==> src/sv/sph_pkg.sv <==
// shared types, codes and helpers for the sensor port handshake controller
package sph_pkg;

	// sizes
	localparam int PORTS   = 4;
	localparam int MODES   = 8;
	localparam int TIMER_W = 16;
	localparam int PORT_W  = $clog2(PORTS);
	localparam int CFG_W   = 16;
	localparam int CFG_IDX_W = 2;

	// port state codes
	localparam logic [2:0] ST_OFF    = 3'd0;
	localparam logic [2:0] ST_BOOT   = 3'd1;
	localparam logic [2:0] ST_SWITCH = 3'd2;
	localparam logic [2:0] ST_SETTLE = 3'd3;
	localparam logic [2:0] ST_READY  = 3'd4;
	localparam logic [2:0] ST_TERM   = 3'd5;
	localparam logic [2:0] ST_WRITE  = 3'd6;

	// event codes
	localparam logic [2:0] ACT_TICK   = 3'd0;
	localparam logic [2:0] ACT_START  = 3'd1;
	localparam logic [2:0] ACT_STOP   = 3'd2;
	localparam logic [2:0] ACT_SWITCH = 3'd3;
	localparam logic [2:0] ACT_CMD    = 3'd4;

	// device classes
	localparam logic [1:0] CLS_NONE     = 2'd0;
	localparam logic [1:0] CLS_TERMINAL = 2'd1;
	localparam logic [1:0] CLS_SENSOR   = 2'd2;

	// configuration register indexes
	localparam logic [CFG_IDX_W-1:0] REG_HS_TIMEOUT  = 2'd0;
	localparam logic [CFG_IDX_W-1:0] REG_SW_TIMEOUT  = 2'd1;
	localparam logic [CFG_IDX_W-1:0] REG_DEF_SETTLE  = 2'd2;

	// configuration reset values
	localparam logic [CFG_W-1:0] HS_TIMEOUT_RST = 16'd1000;
	localparam logic [CFG_W-1:0] SW_TIMEOUT_RST = 16'd100;
	localparam logic [CFG_W-1:0] DEF_SETTLE_RST = 16'd10;

	typedef struct packed {
		logic [2:0]  action;
		logic [1:0]  port;
		logic        link_is_serial;
		logic        pnp_change;
		logic        data_ready;
		logic        sending;
		logic [1:0]  probed_class;
		logic [2:0]  requested_mode;
		logic [15:0] settle_time;
	} item_t;

	typedef struct packed {
		logic [2:0]         state_code;
		logic [TIMER_W-1:0] countdown;
		logic               booting_mark;
		logic [2:0]         mode_sel;
		logic [1:0]         class_sel;
	} port_rec_t;

	typedef struct packed {
		logic       accepted;
		logic [2:0] port_state;
		logic       is_present;
		logic       is_ready;
		logic       handshake_done;
		logic       handshake_failed;
		logic [1:0] reported_class;
		logic [2:0] current_mode;
		logic       reload_request;
		logic       datalog_reset;
	} result_t;

	typedef struct packed {
		logic [CFG_W-1:0] handshake_timeout;
		logic [CFG_W-1:0] switch_timeout;
		logic [CFG_W-1:0] default_settle;
	} cfg_t;

	// bank write request from the update logic
	typedef struct packed {
		logic              we;
		logic [PORT_W-1:0] idx;
		port_rec_t         rec;
	} bank_wr_t;

	// timer load, saturating at the timer range
	function automatic logic [TIMER_W-1:0] timer_load(input logic [CFG_W-1:0] v);
		logic [CFG_W+TIMER_W-1:0] wide;
		logic [CFG_W+TIMER_W-1:0] tmax;
		wide = (CFG_W+TIMER_W)'(v);
		tmax = (CFG_W+TIMER_W)'({TIMER_W{1'b1}});
		return (wide > tmax) ? {TIMER_W{1'b1}} : wide[TIMER_W-1:0];
	endfunction

	function automatic logic present_state(input logic [2:0] s);
		return (s == ST_READY) || (s == ST_SWITCH) || (s == ST_SETTLE) || (s == ST_WRITE);
	endfunction

endpackage

==> src/sv/sph_chan_if.sv <==
// valid/ready channel interfaces for event items and result items

interface sph_evt_if;
	logic        valid;
	logic        ready;
	logic [2:0]  action;
	logic [1:0]  port;
	logic        link_is_serial;
	logic        pnp_change;
	logic        data_ready;
	logic        sending;
	logic [1:0]  probed_class;
	logic [2:0]  requested_mode;
	logic [15:0] settle_time;

	modport source (
		output valid, action, port, link_is_serial, pnp_change, data_ready, sending,
		output probed_class, requested_mode, settle_time,
		input  ready
	);
	modport sink (
		input  valid, action, port, link_is_serial, pnp_change, data_ready, sending,
		input  probed_class, requested_mode, settle_time,
		output ready
	);
endinterface

interface sph_res_if;
	logic       valid;
	logic       ready;
	logic       accepted;
	logic [2:0] port_state;
	logic       is_present;
	logic       is_ready;
	logic       handshake_done;
	logic       handshake_failed;
	logic [1:0] reported_class;
	logic [2:0] current_mode;
	logic       reload_request;
	logic       datalog_reset;

	modport source (
		output valid, accepted, port_state, is_present, is_ready, handshake_done,
		output handshake_failed, reported_class, current_mode, reload_request, datalog_reset,
		input  ready
	);
	modport sink (
		input  valid, accepted, port_state, is_present, is_ready, handshake_done,
		input  handshake_failed, reported_class, current_mode, reload_request, datalog_reset,
		output ready
	);
endinterface

==> src/sv/sph_state_bank.sv <==
// per-port state registers with one read port and one write port
module sph_state_bank (
	input  logic                            clk,
	input  logic                            arst_n,
	input  logic [sph_pkg::PORT_W-1:0]      rd_idx,
	output sph_pkg::port_rec_t              rd_rec,
	input  sph_pkg::bank_wr_t               wr
);

	sph_pkg::port_rec_t rec_q [sph_pkg::PORTS];

	// state update, all ports off at reset
	always_ff @(posedge clk or negedge arst_n) begin
		if (!arst_n) begin
			for (int i = 0; i < sph_pkg::PORTS; i++) begin
				rec_q[i] <= '0;
			end
		end else if (wr.we) begin
			rec_q[wr.idx] <= wr.rec;
		end
	end

	assign rd_rec = rec_q[rd_idx];

endmodule

==> src/sv/sph_update.sv <==
// next-state and result logic for one event on one port
module sph_update (
	input  sph_pkg::item_t     item,
	input  sph_pkg::port_rec_t cur,
	input  sph_pkg::cfg_t      cfg,
	output sph_pkg::port_rec_t nxt,
	output sph_pkg::result_t   res,
	output logic               port_ok
);

	logic acc, done, failed, reload, dlreset;
	logic expire;
	logic [sph_pkg::TIMER_W-1:0] cd_dec;
	logic [sph_pkg::CFG_W-1:0]   settle_val;
	logic mode_ok;

	// countdown expires at zero or one
	assign expire     = cur.countdown <= sph_pkg::TIMER_W'(1);
	assign cd_dec     = expire ? '0 : cur.countdown - sph_pkg::TIMER_W'(1);
	assign settle_val = (item.settle_time != '0) ? item.settle_time : cfg.default_settle;
	assign mode_ok    = 32'(item.requested_mode) < 32'(sph_pkg::MODES);
	assign port_ok    = 32'(item.port) < 32'(sph_pkg::PORTS);

	// event handling
	always_comb begin
		nxt     = cur;
		acc     = 1'b0;
		done    = 1'b0;
		failed  = 1'b0;
		reload  = 1'b0;
		dlreset = 1'b0;
		unique case (item.action)
			sph_pkg::ACT_TICK: begin
				unique case (cur.state_code)
					sph_pkg::ST_BOOT: begin
						if (item.pnp_change || item.data_ready) begin
							if (item.probed_class == sph_pkg::CLS_TERMINAL) begin
								nxt.class_sel  = sph_pkg::CLS_TERMINAL;
								nxt.state_code = sph_pkg::ST_TERM;
								done           = 1'b1;
							end else if (item.probed_class == sph_pkg::CLS_SENSOR) begin
								nxt.class_sel  = sph_pkg::CLS_SENSOR;
								nxt.state_code = sph_pkg::ST_SWITCH;
								nxt.countdown  = sph_pkg::timer_load(cfg.switch_timeout);
							end else begin
								nxt.class_sel  = sph_pkg::CLS_NONE;
								nxt.state_code = sph_pkg::ST_OFF;
								failed         = 1'b1;
							end
						end else begin
							nxt.countdown = cd_dec;
							if (expire) begin
								nxt.state_code = sph_pkg::ST_OFF;
								failed         = 1'b1;
							end
						end
					end
					sph_pkg::ST_SWITCH: begin
						if (item.pnp_change) begin
							nxt.state_code = sph_pkg::ST_BOOT;
							nxt.countdown  = sph_pkg::timer_load(cfg.handshake_timeout);
							nxt.mode_sel   = '0;
						end else if (item.data_ready) begin
							nxt.state_code = sph_pkg::ST_SETTLE;
							nxt.countdown  = sph_pkg::timer_load(settle_val);
						end else begin
							nxt.countdown = cd_dec;
							if (expire) begin
								nxt.state_code = sph_pkg::ST_OFF;
								failed         = 1'b1;
							end
						end
					end
					sph_pkg::ST_SETTLE: begin
						if (item.pnp_change) begin
							nxt.state_code = sph_pkg::ST_BOOT;
							nxt.countdown  = sph_pkg::timer_load(cfg.handshake_timeout);
							nxt.mode_sel   = '0;
						end else begin
							nxt.countdown = cd_dec;
							if (expire) begin
								nxt.state_code = sph_pkg::ST_READY;
								dlreset        = 1'b1;
								if (cur.booting_mark) begin
									nxt.booting_mark = 1'b0;
									done             = 1'b1;
								end
							end
						end
					end
					sph_pkg::ST_READY: begin
						if (item.pnp_change) begin
							nxt.state_code = sph_pkg::ST_BOOT;
							nxt.countdown  = sph_pkg::timer_load(cfg.handshake_timeout);
							nxt.mode_sel   = '0;
						end
					end
					sph_pkg::ST_WRITE: begin
						if (item.pnp_change) begin
							nxt.state_code = sph_pkg::ST_BOOT;
							nxt.countdown  = sph_pkg::timer_load(cfg.handshake_timeout);
							nxt.mode_sel   = '0;
						end else if (!item.sending) begin
							nxt.state_code = sph_pkg::ST_READY;
						end
					end
					default: begin
					end
				endcase
			end
			sph_pkg::ACT_START: begin
				if (item.link_is_serial) begin
					nxt.class_sel    = sph_pkg::CLS_NONE;
					nxt.mode_sel     = '0;
					nxt.booting_mark = 1'b1;
					nxt.state_code   = sph_pkg::ST_BOOT;
					nxt.countdown    = sph_pkg::timer_load(cfg.handshake_timeout);
					reload           = 1'b1;
					acc              = 1'b1;
				end
			end
			sph_pkg::ACT_STOP: begin
				nxt.class_sel    = sph_pkg::CLS_NONE;
				nxt.mode_sel     = '0;
				nxt.booting_mark = 1'b0;
				nxt.state_code   = sph_pkg::ST_OFF;
				reload           = 1'b1;
			end
			sph_pkg::ACT_SWITCH: begin
				if (sph_pkg::present_state(cur.state_code) && mode_ok) begin
					acc = 1'b1;
					if (cur.mode_sel != item.requested_mode) begin
						nxt.mode_sel   = item.requested_mode;
						nxt.state_code = sph_pkg::ST_SWITCH;
						nxt.countdown  = sph_pkg::timer_load(cfg.switch_timeout);
						reload         = 1'b1;
					end
				end
			end
			sph_pkg::ACT_CMD: begin
				if (cur.state_code == sph_pkg::ST_READY) begin
					nxt.state_code = sph_pkg::ST_WRITE;
					acc            = 1'b1;
				end
			end
			default: begin
			end
		endcase
	end

	// result fields, all zero for a port out of range
	always_comb begin
		res = '0;
		if (port_ok) begin
			res.accepted         = acc;
			res.port_state       = nxt.state_code;
			res.is_present       = sph_pkg::present_state(nxt.state_code);
			res.is_ready         = nxt.state_code == sph_pkg::ST_READY;
			res.handshake_done   = done;
			res.handshake_failed = failed;
			res.reported_class   = nxt.class_sel;
			res.current_mode     = nxt.mode_sel;
			res.reload_request   = reload;
			res.datalog_reset    = dlreset;
		end
	end

endmodule

==> src/sv/sensor_port_handshake_fsm_core.sv <==
// top level of the sensor port handshake controller
// Handshake controller for four smart-sensor serial ports.
// Channel evt carries one event per item (tick with line flags, start, stop,
// mode switch or command start) for one port; channel res returns exactly one
// result item per event with the port's new state and the pulse flags.
// Both channels use valid/ready; an item moves when both are high.
// An accepted event sits in the input register, is processed and loaded
// into the result register, which offers its result on res.
// Throughput: one event per cycle while res does not stall; the per-port
// state is written at the same edge that loads the result, so back-to-back
// events on one port see each other's effect. The state bank read and update
// logic set this figure.
// If res stalls, the result is held and one more event waits in the input
// register; evt.ready drops only when both are full.
// Configuration: cfg_we with cfg_index 0 handshake timeout, 1 switch timeout,
// 2 default settle; write only while no event is in flight.
// Reset (arst_n low): all ports off, counters and marks cleared, timeouts
// back to 1000, 100 and 10 ticks, both channels empty.
module sensor_port_handshake_fsm_core (
	input  logic                              clk,
	input  logic                              arst_n,
	sph_evt_if.sink                           evt,
	sph_res_if.source                         res,
	input  logic                              cfg_we,
	input  logic [sph_pkg::CFG_IDX_W-1:0]     cfg_index,
	input  logic [sph_pkg::CFG_W-1:0]         cfg_wdata
);

	sph_pkg::cfg_t      cfg_q;
	sph_pkg::item_t     item_s1;
	logic               valid_s1;
	logic               out_valid_q;
	sph_pkg::result_t   res_q;
	sph_pkg::port_rec_t cur_rec;
	sph_pkg::port_rec_t nxt_rec;
	sph_pkg::result_t   res_d;
	sph_pkg::bank_wr_t  bank_wr;
	logic               port_ok;
	logic               go_s1;
	logic               take_in;

	// handshake control
	assign go_s1     = valid_s1 && (!out_valid_q || res.ready);
	assign evt.ready = !valid_s1 || go_s1;
	assign take_in   = evt.valid && evt.ready;

	// configuration registers
	always_ff @(posedge clk or negedge arst_n) begin
		if (!arst_n) begin
			cfg_q.handshake_timeout <= sph_pkg::HS_TIMEOUT_RST;
			cfg_q.switch_timeout    <= sph_pkg::SW_TIMEOUT_RST;
			cfg_q.default_settle    <= sph_pkg::DEF_SETTLE_RST;
		end else if (cfg_we) begin
			unique case (cfg_index)
				sph_pkg::REG_HS_TIMEOUT: cfg_q.handshake_timeout <= cfg_wdata;
				sph_pkg::REG_SW_TIMEOUT: cfg_q.switch_timeout    <= cfg_wdata;
				sph_pkg::REG_DEF_SETTLE: cfg_q.default_settle    <= cfg_wdata;
				default: begin
				end
			endcase
		end
	end

	// input register valid
	always_ff @(posedge clk or negedge arst_n) begin
		if (!arst_n) begin
			valid_s1 <= 1'b0;
		end else if (evt.ready) begin
			valid_s1 <= evt.valid;
		end
	end

	// input register payload
	always_ff @(posedge clk) begin
		if (take_in) begin
			item_s1.action         <= evt.action;
			item_s1.port           <= evt.port;
			item_s1.link_is_serial <= evt.link_is_serial;
			item_s1.pnp_change     <= evt.pnp_change;
			item_s1.data_ready     <= evt.data_ready;
			item_s1.sending        <= evt.sending;
			item_s1.probed_class   <= evt.probed_class;
			item_s1.requested_mode <= evt.requested_mode;
			item_s1.settle_time    <= evt.settle_time;
		end
	end

	sph_state_bank u_bank (
		.clk    (clk),
		.arst_n (arst_n),
		.rd_idx (item_s1.port[sph_pkg::PORT_W-1:0]),
		.rd_rec (cur_rec),
		.wr     (bank_wr)
	);

	sph_update u_update (
		.item    (item_s1),
		.cur     (cur_rec),
		.cfg     (cfg_q),
		.nxt     (nxt_rec),
		.res     (res_d),
		.port_ok (port_ok)
	);

	// write back when the event moves into the result register
	assign bank_wr.we  = go_s1 && port_ok;
	assign bank_wr.idx = item_s1.port[sph_pkg::PORT_W-1:0];
	assign bank_wr.rec = nxt_rec;

	// result register valid
	always_ff @(posedge clk or negedge arst_n) begin
		if (!arst_n) begin
			out_valid_q <= 1'b0;
		end else if (go_s1) begin
			out_valid_q <= 1'b1;
		end else if (res.ready) begin
			out_valid_q <= 1'b0;
		end
	end

	// result register payload
	always_ff @(posedge clk) begin
		if (go_s1) begin
			res_q <= res_d;
		end
	end

	assign res.valid            = out_valid_q;
	assign res.accepted         = res_q.accepted;
	assign res.port_state       = res_q.port_state;
	assign res.is_present       = res_q.is_present;
	assign res.is_ready         = res_q.is_ready;
	assign res.handshake_done   = res_q.handshake_done;
	assign res.handshake_failed = res_q.handshake_failed;
	assign res.reported_class   = res_q.reported_class;
	assign res.current_mode     = res_q.current_mode;
	assign res.reload_request   = res_q.reload_request;
	assign res.datalog_reset    = res_q.datalog_reset;

	// done and failed never fire on the same event
	a_done_failed: assert property (@(posedge clk) disable iff (!arst_n)
		out_valid_q |-> !(res_q.handshake_done && res_q.handshake_failed))
		else $error("done and failed both set");

	// ready flag agrees with the reported state
	a_ready_flag: assert property (@(posedge clk) disable iff (!arst_n)
		out_valid_q |-> (res_q.is_ready == (res_q.port_state == sph_pkg::ST_READY)))
		else $error("is_ready inconsistent with port_state");

	// datalog reset only when the port lands in ready
	a_dlreset: assert property (@(posedge clk) disable iff (!arst_n)
		(out_valid_q && res_q.datalog_reset) |-> res_q.is_ready)
		else $error("datalog reset without ready state");

	// an accepted request never reports a failure
	a_acc_fail: assert property (@(posedge clk) disable iff (!arst_n)
		(out_valid_q && res_q.accepted) |-> !res_q.handshake_failed)
		else $error("accepted event reported failure");

	// a stalled result keeps the next event in the input register
	a_stall_hold: assert property (@(posedge clk) disable iff (!arst_n)
		(out_valid_q && !res.ready && valid_s1) |=> (valid_s1 && $stable(item_s1)))
		else $error("input register lost an event under stall");

endmodule
==> src/flat_wrapper.sv <==
// flat-port wrapper written by rule: the top's interface ports become plain ports
module sensor_port_handshake_fsm_core_flat 
  (clk, arst_n, cfg_we, cfg_index, cfg_wdata, evt_valid, evt_action, evt_port, evt_link_is_serial, evt_pnp_change, evt_data_ready, evt_sending, evt_probed_class, evt_requested_mode, evt_settle_time, evt_ready, res_valid, res_accepted, res_port_state, res_is_present, res_is_ready, res_handshake_done, res_handshake_failed, res_reported_class, res_current_mode, res_reload_request, res_datalog_reset, res_ready);
  sph_evt_if evt_i ();
  sph_res_if res_i ();
  input  logic clk;
  input  logic arst_n;
  input  logic cfg_we;
  input  logic [sph_pkg::CFG_IDX_W-1:0] cfg_index;
  input  logic [sph_pkg::CFG_W-1:0] cfg_wdata;
  input wire logic [$bits(evt_i.valid)-1:0] evt_valid;
  input wire logic [$bits(evt_i.action)-1:0] evt_action;
  input wire logic [$bits(evt_i.port)-1:0] evt_port;
  input wire logic [$bits(evt_i.link_is_serial)-1:0] evt_link_is_serial;
  input wire logic [$bits(evt_i.pnp_change)-1:0] evt_pnp_change;
  input wire logic [$bits(evt_i.data_ready)-1:0] evt_data_ready;
  input wire logic [$bits(evt_i.sending)-1:0] evt_sending;
  input wire logic [$bits(evt_i.probed_class)-1:0] evt_probed_class;
  input wire logic [$bits(evt_i.requested_mode)-1:0] evt_requested_mode;
  input wire logic [$bits(evt_i.settle_time)-1:0] evt_settle_time;
  output wire logic [$bits(evt_i.ready)-1:0] evt_ready;
  output wire logic [$bits(res_i.valid)-1:0] res_valid;
  output wire logic [$bits(res_i.accepted)-1:0] res_accepted;
  output wire logic [$bits(res_i.port_state)-1:0] res_port_state;
  output wire logic [$bits(res_i.is_present)-1:0] res_is_present;
  output wire logic [$bits(res_i.is_ready)-1:0] res_is_ready;
  output wire logic [$bits(res_i.handshake_done)-1:0] res_handshake_done;
  output wire logic [$bits(res_i.handshake_failed)-1:0] res_handshake_failed;
  output wire logic [$bits(res_i.reported_class)-1:0] res_reported_class;
  output wire logic [$bits(res_i.current_mode)-1:0] res_current_mode;
  output wire logic [$bits(res_i.reload_request)-1:0] res_reload_request;
  output wire logic [$bits(res_i.datalog_reset)-1:0] res_datalog_reset;
  input wire logic [$bits(res_i.ready)-1:0] res_ready;
  assign evt_i.valid = evt_valid;
  assign evt_i.action = evt_action;
  assign evt_i.port = evt_port;
  assign evt_i.link_is_serial = evt_link_is_serial;
  assign evt_i.pnp_change = evt_pnp_change;
  assign evt_i.data_ready = evt_data_ready;
  assign evt_i.sending = evt_sending;
  assign evt_i.probed_class = evt_probed_class;
  assign evt_i.requested_mode = evt_requested_mode;
  assign evt_i.settle_time = evt_settle_time;
  assign evt_ready = evt_i.ready;
  assign res_valid = res_i.valid;
  assign res_accepted = res_i.accepted;
  assign res_port_state = res_i.port_state;
  assign res_is_present = res_i.is_present;
  assign res_is_ready = res_i.is_ready;
  assign res_handshake_done = res_i.handshake_done;
  assign res_handshake_failed = res_i.handshake_failed;
  assign res_reported_class = res_i.reported_class;
  assign res_current_mode = res_i.current_mode;
  assign res_reload_request = res_i.reload_request;
  assign res_datalog_reset = res_i.datalog_reset;
  assign res_i.ready = res_ready;
  sensor_port_handshake_fsm_core u_core (.clk(clk), .arst_n(arst_n), .evt(evt_i), .res(res_i), .cfg_we(cfg_we), .cfg_index(cfg_index), .cfg_wdata(cfg_wdata));
endmodule
==> config.mk <==
export PLATFORM = sky130hd
export DESIGN_NAME = sensor_port_handshake_fsm_core_flat
export DESIGN_NICKNAME = d
export VERILOG_FILES = /design/src/sv/sph_pkg.sv /design/src/sv/sph_chan_if.sv /design/src/sv/sph_state_bank.sv /design/src/sv/sph_update.sv /design/src/sv/sensor_port_handshake_fsm_core.sv /design/src/flat_wrapper.sv
export SDC_FILE = /design/constraint.sdc
export NUM_CORES = 1
export LEC_CHECK = 0
export ABC_AREA = 1
export ABC_CLOCK_PERIOD_IN_PS = 3710
export BUFFER_PORTS_ARGS = -buffer_cell sky130_fd_sc_hd__buf_4
export CAP_MARGIN = 20
export CORE_MARGIN = 1
export CORE_UTILIZATION = 45
export DETAILED_ROUTE_END_ITERATION = 16
export PLACE_DENSITY = 0.72
export RECOVER_POWER = 100
export SLEW_MARGIN = 40
export SYNTH_ARGS = -nofsm -noshare
export SYNTH_HDL_FRONTEND = slang
export SYNTH_SLANG_ARGS = --single-unit
==> constraint.sdc <==
create_clock -name clk -period 3.71 [get_ports clk]
set_input_delay 0.1855 -clock clk [delete_from_list [all_inputs] [get_ports clk]]
set_output_delay 0.1855 -clock clk [all_outputs]
set_load 0.02 [all_outputs]
# Yosys cells after proc, flatten, opt, wreduce, memory -nomap -nowiden
# Index checks and enable logic that the tools add are counted.
[totals]
register_bits = 195
out_inout_bits = 17
word_cells = 157
[op_classes]
addsub = 1
magnitude_cmp = 3
eq_ne = 18
muxes = 65
bitwise = 3
reduce_logical = 23
[ops]
columns = ["cell", "count"]
rows = [
  ["$mux W19", 7],
  ["$bwmux W100", 1],
  ["$mux W25", 4],
  ["$pmux W19 S5", 1],
  ["$mux W16", 5],
  ["$bmux W25 S2", 1],
  ["$demux W25 S2", 1],
  ["$pmux W16 S3", 1],
  ["$mux W3", 10],
  ["$mux W1", 21],
  ["$eq A3 B2 Y1 const B", 6],
  ["$le A16 B1 Y1 const B", 1],
  ["$reduce_bool A16 Y1", 1],
  ["$sub A16 B1 Y16 const B", 1],
  ["$eq A3 B3 Y1 const B", 5],
  ["$pmux W3 S5", 1],
  ["$pmux W3 S4", 1],
  ["$mux W2", 5],
  ["$logic_or A1 B1 Y1", 9],
  ["$pmux W1 S3", 3],
  ["$eq A3 B1 Y1 const B", 2],
  ["$pmux W2 S3", 1],
  ["$reduce_and A2 Y1", 3],
  ["$eq A2 B1 Y1 const B", 2],
  ["other kinds (14)", 20],
]

# Logic depth before layout (Yosys ltp)
[logic_depth]
ltp_word = 14
mapped_depth = 24
depth_no_buf = 22

# Hierarchy
# Synthesis repeated with hierarchy kept, for this count alone.
[hier_totals]
hier_cells = 1736
area_unflattened_um2 = 12350.6
[modules_own_cells]
columns = ["module", "n_inst", "cells_per_inst", "area_each_um2", "seq_area_each_um2"]
rows = [
  ["sph_state_bank", 1, 732, 5391.4, 2502.4],
  ["sensor_port_handshake_fsm_core", 1, 272, 3502.1, 2616.3],
  ["sph_update", 1, 732, 3457.1, 0.0],
]

# Least setup slack after synthesis
# OpenSTA, ideal clock, no wires.
[synth_timing]
path_type = "register to register"
startpoint = "register u_core.item_s1 (netlist bit u_core.bank_wr[25])"
endpoint = "register u_core.res_q (netlist bit u_core.res.is_present) (data pin)"
arrival_ns = 2.363
path_slack_ns = 1.091
stages_incl_launch_ff = 21
period_less_slack_ns = 2.619
cell_sequence = "edfxtp_1 buf_6 buf_6 buf_2 nand3_1 nand2_1 nor2_4 ha_1 nor2_1 nor2_1 nand2_1 nor2_2 nand3_2 o22ai_1 nand2_1 nand2_1 nand2_1 nand2_1 nand3_2 nand2_1 nand2_1"
[synth_lines]
columns = ["item", "line", "source"]
rows = [
  ["start: declaration", "sensor_port_handshake_fsm_core.sv:30", "sph_pkg::item_t item_s1;"],
  ["end signal: assignment", "sensor_port_handshake_fsm_core.sv:124", "res_q <= res_d;"],
  ["end: declaration", "sensor_port_handshake_fsm_core.sv:33", "sph_pkg::result_t res_q;"],
]

==> reports/metrics.cfg <==
[synth]
synth_cells=1544
synth.net_count=1602
synth_seq_cells=195
yosys_warnings=0
synth.most_common_cell=nand2_1
synth.distinct_cells=46
netlist.area_leader.share_pct=31.2
synth_ff_type=dfrtp_1
async_flop_share_pct=76.9
synth-seq-area-share_pct=45.9
syn_area_per_cell_um2=7.22
yosys-top-cells-count=nand2_1, dfrtp_1, inv_1
synth_edf_count=45
yosysTopAreaCell=dfrtp_1
synthesis.area_mm2=0.0111
synth_area_leaders=dfrtp_1, nand2_1, edfxtp_1, inv_1, o21ai_0

[final_layout]
diodes=0
utilization_pct=52.4
final-instance-count-excl-fill=1967
fill_cells=2378
area_growth_pct=14.3
drive_gt1_share_pct=11.0
layout.nets=1688

[placement]
placed_cells=1903
place_congestion=0.986
dp_hpwl_mm=23.3
io_buffers=69
post-place-ws_ps=266

[timing]
finClkSkew_ps=11.5
tightest_slew_ps=2000
fin_tns_setup_ps=0
fin_crit_ps=3480
worst_slack_ps=233
slew_viol_final=78
setup_viol=0
finalHoldViolations=0
fmax_ghz=0.288
final.period_utilization_pct=93.7
grt_setup_unrepaired=false
max_slew_margin_pct=-33.5

[pwr]
totalPowerFinal_mw=8.51
cellPowerDensity_mw_per_mm2=668
power_leakage_nw=6.52
p_int_mw=4.83
clockPowerShare_pct=21.0
p_switching_mw=3.68
p_sw_share_pct=43.2
ir_worst_vdd_mv=0.408
combPwrFrac_pct=43.0
seq_power_share_pct=36.0

[floorplanning]
ios=70
die_area_mm2=0.0254
start_util_pct=45.8
die_h_um=159
core_mm2=0.0243
die_w_um=159
rows=57

[status]
violations=max-capacitance violations, max-slew violations
status=finished with violations

[clocking]
cts-root-buf=clkbuf_16
cts_sinks=195
clkTransAtPathRegs_ps=70
h-tree-depth=4
cts_buffer_depth=2
cts_buffers=17
cts_tree=yes
clk_latency_ps=440

[detailed_routing]
drt-initial-drc-count=1073
wirelength_mm=33.5
drcViolationCount=0
num_vias=10500
final_antenna_net_count=0
wire_per_inst_um=17.0
vias_per_cell=5.33
drt_pre_antenna_iters=7

[worst_setup_path]
cp.arrival_ps=3670
criticalPathCategory=flop to flop
worstPathRequired_ps=3900
critPathLaunchType=flop
worst_setup_path_end_kind=flop
path_max_fanout=13

[grt]
grt_pass1_vias=9775
grt_use_total_pct=26.8
overflow=0
grt_pass1_wl_mm=53.3
grt_max_degree=78
antenna_found_initial=0

[min_path]
hold_class=input port to flop

[flow_run]
maxCapViolCount=1

==> cell type report <==
type,instances,area [um2],share of cell area [%]
Clock buffer,22,485,3.81
Clock inverter,10,76.3,0.599
Inverter,144,546,4.28
Multi-Input combinational cell,1142,5140,40.3
Sequential cell,195,5120,40.2
Tap cell,324,405,3.18
Timing Repair Buffer,130,973,7.64
==> power groups by stage <==
stage	Clock (mW)	Combinational (mW)	Sequential [mW]
3_5_place_dp	0	3.59	3.09
2_1_floorplan	0	2.66	3.05
5_1_grt	1.89	4.06	3.12
4_1_cts	1.80	3.64	3.06
3_3_place_gp	0	3.53	3.08
6_report	1.78	3.66	3.06
==> placed cells by master (no fill, tap or decap), types with 6 or more instances in the layout <==
cell           count
nand3_2            7
o21ai_0          101
dlygate4sd3_1     32
o211ai_1          17
o22ai_1           13
dfstp_2           11
buf_4             43
edfxtp_1          45
inv_1            133
nor2_2            16
clkbuf_1          24
nand2_2           14
dfrtp_1          139
nor2_1            69
nor2_4             8
nand3_1           99
inv_2              7
nand2_1          696
clkbuf_16         18
a21oi_1           44
xor2_1             6
nand4_1            8
clkbuf_4          29
==> flip-flops by register name, summed over array words and instances, names as in the netlist <==
signal / flops
u_core.res.current_mode: 3
u_core.valid_s1: 1
u_core.res.handshake_failed: 1
u_core.res.is_present: 1
u_core.u_bank.rec_q: 100
u_core.res.is_ready: 1
u_core.res.handshake_done: 1
u_core.res.datalog_reset: 1
u_core.res.accepted: 1
u_core.res.reported_class: 2
u_core.cfg_q: 48
u_core.bank_wr: 2
u_core.res.valid: 1
u_core.item_s1: 28
u_core.res.reload_request: 1
u_core.res.port_state: 3
==> path summary, 6_finish.rpt <==
check,startpoint,endpoint,slack [ps],cells after the start
min in group asynchronous,arst_n,u_core.res.valid,820,2
hold reg to reg,u_core.u_bank.rec_q[35],u_core.u_bank.rec_q[35],480,2
max in group asynchronous,arst_n,u_core.cfg_q[20],960,3
setup / recovery,u_core.bank_wr[26],u_core.res.is_present,230,20
setup reg to reg,u_core.bank_wr[26],u_core.res.is_present,230,20
hold / removal,res_ready,u_core.res.valid,10,4
==> worst max-delay path, stage by stage, from the launching register on <==
cell	delay, ps
edfxtp_1	530
buf_4	260
nand2_2	90
inv_1	50
nand2_1	50
nand2_1	50
nor2_2	320
ha_1	300
nor2_1	70
nor2_1	120
nand2_1	80
nor2_2	230
nand3_2	220
o22ai_1	180
nand2_1	70
nand2_1	60
nand2_1	40
nand2_1	70
nand3_1	260
nand2_1	140
nand2_1	50
==> kinds of logic (layout without fill, tap and decap cells) <==
kind of cell | Yosys count | after routing | synth area share (%)
flip-flops | 195 | 195 | 45.9
AND/OR/NAND/NOR | 932 | 932 | 35.2
AO/OA/AOI/OAI | 198 | 198 | 10.0
XOR/XNOR | 7 | 7 | 0.550
adder cells (fa/ha/maj) | 5 | 5 | 0.561
buffers and inverters | 207 | 306 | 7.75
==> per-stage QoR <==
step / cell area (um2) / hold WS, ps
after floorplan: 11100 / -110
after global placement: 12000 / 264
after detailed placement: 12000 / 263
after CTS: 12900 / 4.25
after global routing: 12700 / 34.4
final: 12700 / 12.0
==> timing repair <==
action                                  4_1_cts  5_1_grt
hold buffers                                 32        0
endpoints found under the hold margin       105        0
resized for setup                             0        2
setup buffers                                 0        0
endpoints found under the setup margin        0       11
==> per-layer routing <==
metal / vias up / part of all wire (%) / GRT usage (%)
li1: 5074 / - / -
met1: 4866 / 42 / 36.0
met2: 477 / 46 / 42.4
met3: 73 / 8.5 / 5.63
met4: 0 / 3.7 / 10.3
met5: - / 0 / 0
Power figures use the tool's default switching activity.
